==> src/sv/wildcard_star_regex_matcher_unit_defines.svh <==
// ----------------------------------------------------------------------------
// wildcard star regex matcher assertion macros
// shared concurrent assertion forms, all reset-qualified on rst_n
// ----------------------------------------------------------------------------
`ifndef WILDCARD_STAR_REGEX_MATCHER_UNIT_DEFINES_SVH
`define WILDCARD_STAR_REGEX_MATCHER_UNIT_DEFINES_SVH

// condition holds at every clock edge out of reset
`define WSRM_ASSERT_ALWAYS(label, clk, rst_n, cond, msg) \
    label: assert property (@(posedge clk) disable iff (!rst_n) (cond)) \
        else $error(msg);

// consequent holds in the cycle after the antecedent
`define WSRM_ASSERT_NEXT(label, clk, rst_n, ante, cons, msg) \
    label: assert property (@(posedge clk) disable iff (!rst_n) (ante) |=> (cons)) \
        else $error(msg);

`endif

==> src/sv/wsrm_pkg.sv <==
// ----------------------------------------------------------------------------
// wsrm_pkg
// shared types and constants of the wildcard star regex matcher
// ----------------------------------------------------------------------------
`default_nettype none

package wsrm_pkg;

    // token store size and derived widths
    localparam int MAX_TOKENS = 32;
    localparam int POS_W      = MAX_TOKENS + 1;
    localparam int CNT_W      = $clog2(MAX_TOKENS + 1);
    localparam int TOK_IDX_W  = (MAX_TOKENS > 1) ? $clog2(MAX_TOKENS) : 1;

    // special pattern bytes
    localparam logic [7:0] STAR_CHAR = 8'h2A;
    localparam logic [7:0] DOT_CHAR  = 8'h2E;

    // stream widths
    localparam int IN_TDATA_W  = 8;
    localparam int IN_TUSER_W  = 2;
    localparam int OUT_TDATA_W = 8;

    typedef enum logic [1:0] {
        OP_CLEAR   = 2'd0,
        OP_PATTERN = 2'd1,
        OP_RESTART = 2'd2,
        OP_TEXT    = 2'd3
    } op_t;

    typedef struct packed {
        op_t        op;
        logic [7:0] data_byte;
    } item_t;

    typedef struct packed {
        logic pattern_error;
        logic still_alive;
        logic matched;
    } result_t;

endpackage

`default_nettype wire

==> src/sv/wsrm_engine.sv <==
// ----------------------------------------------------------------------------
// wsrm_engine
// pattern token store, star marks and bit-parallel nfa active set;
// one item is applied per fire, result is combinational from the item
// ----------------------------------------------------------------------------
`default_nettype none
`include "wildcard_star_regex_matcher_unit_defines.svh"

module wsrm_engine (
    input  logic              clk,
    input  logic              rst_n,
    input  logic              fire,
    input  wsrm_pkg::item_t   item,
    output wsrm_pkg::result_t result
);
    import wsrm_pkg::*;

    // star closure as a carry chain: starred token generates from an active
    // position and propagates an incoming carry
    function automatic logic [POS_W-1:0] star_closure(
        input logic [POS_W-1:0]      set,
        input logic [MAX_TOKENS-1:0] star
    );
        logic [POS_W:0] a_op;
        logic [POS_W:0] g_op;
        logic [POS_W:0] sum;
        logic [POS_W:0] carries;
        a_op    = {2'b00, star};
        g_op    = {1'b0, set} & a_op;
        sum     = a_op + g_op;
        carries = sum ^ a_op ^ g_op;
        return set | carries[POS_W-1:0];
    endfunction

    logic [7:0]            tok_reg [MAX_TOKENS];
    logic [MAX_TOKENS-1:0] star_reg;
    logic [MAX_TOKENS-1:0] star_next;
    logic [CNT_W-1:0]      count_reg;
    logic [CNT_W-1:0]      count_next;
    logic [POS_W-1:0]      act_reg;
    logic [POS_W-1:0]      act_next;
    logic                  err_reg;
    logic                  err_next;

    logic                  tok_we;
    logic                  is_star;
    logic [TOK_IDX_W-1:0]  last_idx;
    logic [MAX_TOKENS-1:0] tok_mask;
    logic [MAX_TOKENS-1:0] hit;
    logic [POS_W-1:0]      stepped;

    assign is_star  = (item.data_byte == STAR_CHAR);
    assign last_idx = TOK_IDX_W'(count_reg - CNT_W'(1));

    // pattern parse
    always_comb
    begin
        star_next  = star_reg;
        count_next = count_reg;
        err_next   = err_reg;
        tok_we     = 1'b0;
        unique case (item.op)
            OP_CLEAR:
            begin
                star_next  = '0;
                count_next = '0;
                err_next   = 1'b0;
            end
            OP_PATTERN:
            begin
                priority if (err_reg)
                begin
                    err_next = 1'b1;
                end
                else if (is_star && (count_reg == '0))
                begin
                    err_next = 1'b1;
                end
                else if (is_star && !star_reg[last_idx])
                begin
                    star_next[last_idx] = 1'b1;
                end
                else if (count_reg >= CNT_W'(MAX_TOKENS))
                begin
                    err_next = 1'b1;
                end
                else
                begin
                    tok_we     = 1'b1;
                    count_next = count_reg + CNT_W'(1);
                end
            end
            OP_RESTART, OP_TEXT:
            begin
            end
        endcase
    end

    // per-token byte compare, limited to loaded tokens
    always_comb
    begin
        for (int k = 0; k < MAX_TOKENS; k++)
        begin
            tok_mask[k] = (CNT_W'(k) < count_reg);
            hit[k]      = act_reg[k] && tok_mask[k] &&
                          ((tok_reg[k] == DOT_CHAR) || (tok_reg[k] == item.data_byte));
        end
    end

    // starred tokens stay put, plain tokens advance one position
    assign stepped = {1'b0, hit & star_reg} | {hit & ~star_reg, 1'b0};

    // active set update
    always_comb
    begin
        unique case (item.op)
            OP_TEXT:
            begin
                act_next = err_reg ? '0 : star_closure(stepped, star_reg);
            end
            OP_CLEAR, OP_PATTERN, OP_RESTART:
            begin
                act_next = err_next ? '0 : star_closure(POS_W'(1), star_next);
            end
        endcase
    end

    assign result.matched       = !err_next && act_next[count_next];
    assign result.still_alive   = !err_next && (act_next != '0);
    assign result.pattern_error = err_next;

    // control state
    always_ff @(posedge clk or negedge rst_n)
    begin
        if (!rst_n)
        begin
            star_reg  <= '0;
            count_reg <= '0;
            act_reg   <= POS_W'(1);
            err_reg   <= 1'b0;
        end
        else if (fire)
        begin
            star_reg  <= star_next;
            count_reg <= count_next;
            act_reg   <= act_next;
            err_reg   <= err_next;
        end
    end

    // token byte store, written at the fill position
    always_ff @(posedge clk)
    begin
        if (fire && tok_we)
        begin
            tok_reg[count_reg[TOK_IDX_W-1:0]] <= item.data_byte;
        end
    end

    `WSRM_ASSERT_ALWAYS(a_err_empty, clk, rst_n, (!err_reg || (act_reg == '0)), "error with live positions")
    `WSRM_ASSERT_ALWAYS(a_count_range, clk, rst_n, (count_reg <= CNT_W'(MAX_TOKENS)), "token count overflow")
    `WSRM_ASSERT_ALWAYS(a_star_loaded, clk, rst_n, ((star_reg & ~tok_mask) == '0), "star mark beyond loaded tokens")
    `WSRM_ASSERT_ALWAYS(a_act_loaded, clk, rst_n, ((act_reg & ~{tok_mask, 1'b1}) == '0), "active position beyond pattern end")
    `WSRM_ASSERT_NEXT(a_clear_start, clk, rst_n, (fire && (item.op == OP_CLEAR)), (!err_reg && act_reg[0]), "clear did not restart nfa")

endmodule

`default_nettype wire

==> src/sv/wildcard_star_regex_matcher_unit.sv <==
// ----------------------------------------------------------------------------
// wildcard_star_regex_matcher_unit
// whole-string matcher for literal, '.' and postfix '*' patterns, one
// result transaction per input transaction
// ----------------------------------------------------------------------------
//  channel  dir  fields (low first)                               per
//  s_axis   in   tdata: data_byte[7:0]; tuser: op[1:0]            item
//  m_axis   out  tdata: matched[0], still_alive[1], pattern_error[2] result
//
//  one transaction per cycle sustained while m_tready stays high; input register, then result register
//  the nfa step and star closure (a 34-bit carry chain) sit between the
//  input register and the result register
//  reset clears pattern, error and leaves only position zero active
//  a stalled result holds while the input register keeps one more item
// ----------------------------------------------------------------------------
`default_nettype none

module wildcard_star_regex_matcher_unit (
    input  logic                               clk,
    input  logic                               rst_n,
    input  logic                               s_tvalid,
    output logic                               s_tready,
    input  logic [wsrm_pkg::IN_TDATA_W-1:0]    s_tdata,  // data_byte
    input  logic [wsrm_pkg::IN_TUSER_W-1:0]    s_tuser,  // op
    output logic                               m_tvalid,
    input  logic                               m_tready,
    output logic [wsrm_pkg::OUT_TDATA_W-1:0]   m_tdata   // matched, still_alive, pattern_error
);
    import wsrm_pkg::*;

    logic    in_valid_reg;
    logic    in_valid_next;
    item_t   in_item_reg;
    logic    out_valid_reg;
    logic    out_valid_next;
    result_t out_res_reg;
    result_t eng_res;
    logic    advance;
    logic    fire;

    // pipeline flow control
    assign advance  = !out_valid_reg || m_tready;
    assign fire     = in_valid_reg && advance;
    assign s_tready = !in_valid_reg || advance;

    assign in_valid_next  = s_tready ? s_tvalid : in_valid_reg;
    assign out_valid_next = advance ? in_valid_reg : out_valid_reg;

    // valid bits
    always_ff @(posedge clk or negedge rst_n)
    begin
        if (!rst_n)
        begin
            in_valid_reg  <= 1'b0;
            out_valid_reg <= 1'b0;
        end
        else
        begin
            in_valid_reg  <= in_valid_next;
            out_valid_reg <= out_valid_next;
        end
    end

    // payload registers
    always_ff @(posedge clk)
    begin
        if (s_tvalid && s_tready)
        begin
            in_item_reg.op        <= op_t'(s_tuser);
            in_item_reg.data_byte <= s_tdata;
        end
        if (fire)
        begin
            out_res_reg <= eng_res;
        end
    end

    wsrm_engine u_engine (
        .clk    (clk),
        .rst_n  (rst_n),
        .fire   (fire),
        .item   (in_item_reg),
        .result (eng_res)
    );

    // result stream
    assign m_tvalid = out_valid_reg;
    assign m_tdata  = {(OUT_TDATA_W - 3)'(0), out_res_reg.pattern_error,
                       out_res_reg.still_alive, out_res_reg.matched};

endmodule

`default_nettype wire

==> config.mk <==
export PLATFORM = sky130hd
export DESIGN_NAME = wildcard_star_regex_matcher_unit
export DESIGN_NICKNAME = d
export VERILOG_FILES = /design/src/sv/wsrm_pkg.sv /design/src/sv/wsrm_engine.sv /design/src/sv/wildcard_star_regex_matcher_unit.sv
export VERILOG_INCLUDE_DIRS = /design/src /design/src/sv
export SDC_FILE = /design/constraint.sdc
export NUM_CORES = 1
export LEC_CHECK = 0
export CAP_MARGIN = 25
export CORE_ASPECT_RATIO = 1.2
export CORE_MARGIN = 3
export CORE_UTILIZATION = 30
export DETAILED_ROUTE_END_ITERATION = 6
export DONT_BUFFER_PORTS = 1
export GPL_TIMING_DRIVEN = 0
export PLACE_DENSITY_LB_ADDON = 0.2
export SETUP_SLACK_MARGIN = 0.2
export SLEW_MARGIN = 10
export SYNTH_ARGS = -nofsm -noshare
export SYNTH_HDL_FRONTEND = slang
export SYNTH_SLANG_ARGS = --single-unit
export TNS_END_PERCENT = 20
==> constraint.sdc <==
create_clock -name clk -period 4.8 [get_ports clk]
set_input_delay 1.2 -clock clk [delete_from_list [all_inputs] [get_ports clk]]
set_output_delay 1.2 -clock clk [all_outputs]
set_load 0.01 [all_outputs]
==> results.sh <==
export IMPL_outcome="complete, but fails checks"
export IMPL_violations="negative setup slack"
export IMPL_p_per_area_nw_per_um2=328
export IMPL_crit_type="register to register"
export IMPL_portBuffers=0
export IMPL_synthCells=1838
export IMPL_die_h_um=287
export IMPL_synth_top_area_cell="edfxtp_1"
export IMPL_synth_main_ff_cell="edfxtp_1"
export IMPL_hp_class="primary input to asynchronous set/reset pin"
export IMPL_max_cap_violations=0
export IMPL_yosysSeqAreaShare_pct=50.3
export IMPL_grt_overflow=0
export IMPL_clock_fmax_ghz=0.189
export IMPL_tightestPinTransition_ps=1020
export IMPL_first_pass_iters=6
export IMPL_clk_latency_ps=580
export IMPL_routed_via_count=15900
export IMPL_vias_per_cell=5.59
export IMPL_largest_reg_flops=256
export IMPL_placed_area_um2=21300
export IMPL_antenna_found_initial=3
export IMPL_drc=0
export IMPL_ys_ff_latch=342
export IMPL_rows=102
export IMPL_wirelength_mm=72.5
export IMPL_grt_max_degree=74
export IMPL_hpwlAfterDp_mm=51.1
export IMPL_synthesis_area_um2=19700
export IMPL_regArea_um2=9910
export IMPL_insertedDiodeCount=0
export IMPL_core_um2=64800
export IMPL_end_kind="register"
export IMPL_path_clk_slew_ps=60
export IMPL_fin_cells=2849
export IMPL_place_congestion=0.964
export IMPL_multi_input_area_um2=10100
export IMPL_drtIter0Drc=1320
export IMPL_tns_ps=-707
export IMPL_dp_cells=2691
export IMPL_setup_violations=2
export IMPL_maxSlewHeadroom_pct=31.9
export IMPL_critPathArrivalTime_ps=5590
export IMPL_die_area_um2=68800
export IMPL_finalCritPeriodShare_pct=110
export IMPL_cts_buffers_inserted=39
export IMPL_pin_count=24
export IMPL_drv_slew=0
export IMPL_grt_pass1_wl_mm=105
export IMPL_grt_usage_pct=20.7
export IMPL_synth_area_leaders="edfxtp_1 41%, dfrtp_1 9.1%, xnor2_1 7.2%"
export IMPL_cts_root_buf="clkbuf_16"
export IMPL_grt_pass1_vias=15700
export IMPL_dp_slack_ps=-2070
export IMPL_syn_to_final_growth_pct=24.1
export IMPL_synth_warning_count=0
export IMPL_final_cell_mix="269 x edfxtp_1, 153 x xnor2_1, 135 x nor2_1"
export IMPL_cts_tree="built"
export IMPL_synth_edf_count=269
export IMPL_antenna_left=0
export IMPL_layout_commonest_cell="edfxtp_1"
export IMPL_p_leak_nw=8.27
export IMPL_fin_ws_ps=-501
export IMPL_hold_ws_ps=335
export IMPL_p_total_mw=8.01
export IMPL_synth_top_area_share_pct=41.0
export IMPL_die_w_um=240
export IMPL_cts_max_level=2
export IMPL_drive_above_1_share_pct=21.9
export IMPL_final_nets=2012
export IMPL_period_needed_ps=5300
export IMPL_async_reset_ff_share_pct=21.3
export IMPL_yosysUniqueCellTypes=96
export IMPL_final_area_um2=24400
export IMPL_cts_hold_fix_buffers=0
export IMPL_fillers=6340
export IMPL_final_util_pct=37.7
export IMPL_route_detailed_wl_per_inst_um=25.4
export IMPL_ctsLongestPathBuffers=3
export IMPL_clock_sinks=342
export IMPL_ir_worst_vdd_mv=0.270
export IMPL_cp_required_ps=5090
export IMPL_clock_skew_final_ps=33.4
export IMPL_cp_max_fo=8
export IMPL_hold_violations=0
export IMPL_avgSynthCellArea_um2=10.7
export IMPL_start_kind="register"
export IMPL_initial_core_util_pct=30.4
export IMPL_rsz0062_at_grt="yes"
[routing by layer]
metal / share of wire, % / track usage, % / vias to the layer above
met1: 41 / 25.8 / 7960
met5: 0 / 0 / -
met3: 5.6 / 2.97 / 167
li1: - / - / 7210
met2: 49 / 35.9 / 589
met4: 4.5 / 8.34 / 0
[final timing paths]
check | cells after the start | startpoint | slack (ps) | end
min in group clk | 2 | u_engine.act_reg[14] | 470 | u_engine.act_reg[14]
max | 16 | u_engine.count_reg[0] | -500 | m_tdata[1]
min reg2reg | 2 | u_engine.act_reg[14] | 470 | u_engine.act_reg[14]
min | 0 | rst_n | 330 | u_engine.star_reg[6]
max reg2reg | 16 | u_engine.count_reg[0] | -500 | m_tdata[1]
max in group asynchronous | 0 | rst_n | 4230 | u_engine.act_reg[0]
[cell usage after synthesis (23+ instances only)]
cell      number
clkbuf_1      56
xor2_1        97
nand2_1      125
dfrtp_1       72
a21oi_1       82
nor3_1        35
inv_1         30
o22ai_1       31
nand4_1       59
a211oi_1      26
or4b_2        23
nor4_1        49
edfxtp_1     269
buf_2         24
xnor2_1      162
nand4b_1      36
o21ai_0       65
nor2_1       170
and3_1        24
[final cells by class]
type	instances	area share, %
clock buffers	51	4.30
clock inverters	17	0.850
repair buffers	107	4.43
plain buffers	111	3.65
well taps	832	4.26
inverters	30	0.491
flip-flops and latches	342	40.5
multi-input cells	1359	41.5
[kinds of logic after synthesis]
logic type,synth area share [%]
AND/OR/NAND/NOR,19.1
AO/OA/AOI/OAI,13.8
flip-flops,50.3
XOR/XNOR,11.6
buffers and inverters,3.37
multiplexers,1.30
adder cells (fa/ha/maj),0.508
other,0.0190
[where the power goes]
group / switching (mW) / total [mW] / internal [mW]
Sequential: 0.0323 / 3.28 / 3.25
Combinational: 1.11 / 1.77 / 0.662
Clock: 1.24 / 2.95 / 1.71
[timing repair]
item,CTS,global route
setup endpoints to repair,292,270
gates cloned,0,1
resized for setup,176,111
setup buffers,71,17
pin swaps,29,29
[critical path, stage by stage (launching register included)]
cell	delay [ps]
dfrtp_2	430
buf_4	190
ha_1	410
inv_1	300
nor2_1	100
o21ai_1	270
nor2b_1	80
clkbuf_2	190
a311oi_2	370
o22ai_1	160
a211o_1	320
o211ai_1	510
a21oi_1	210
nor3_4	320
nand4b_1	250
or3_1	410
or4_4	500
(Power assumes the default switching activity.)
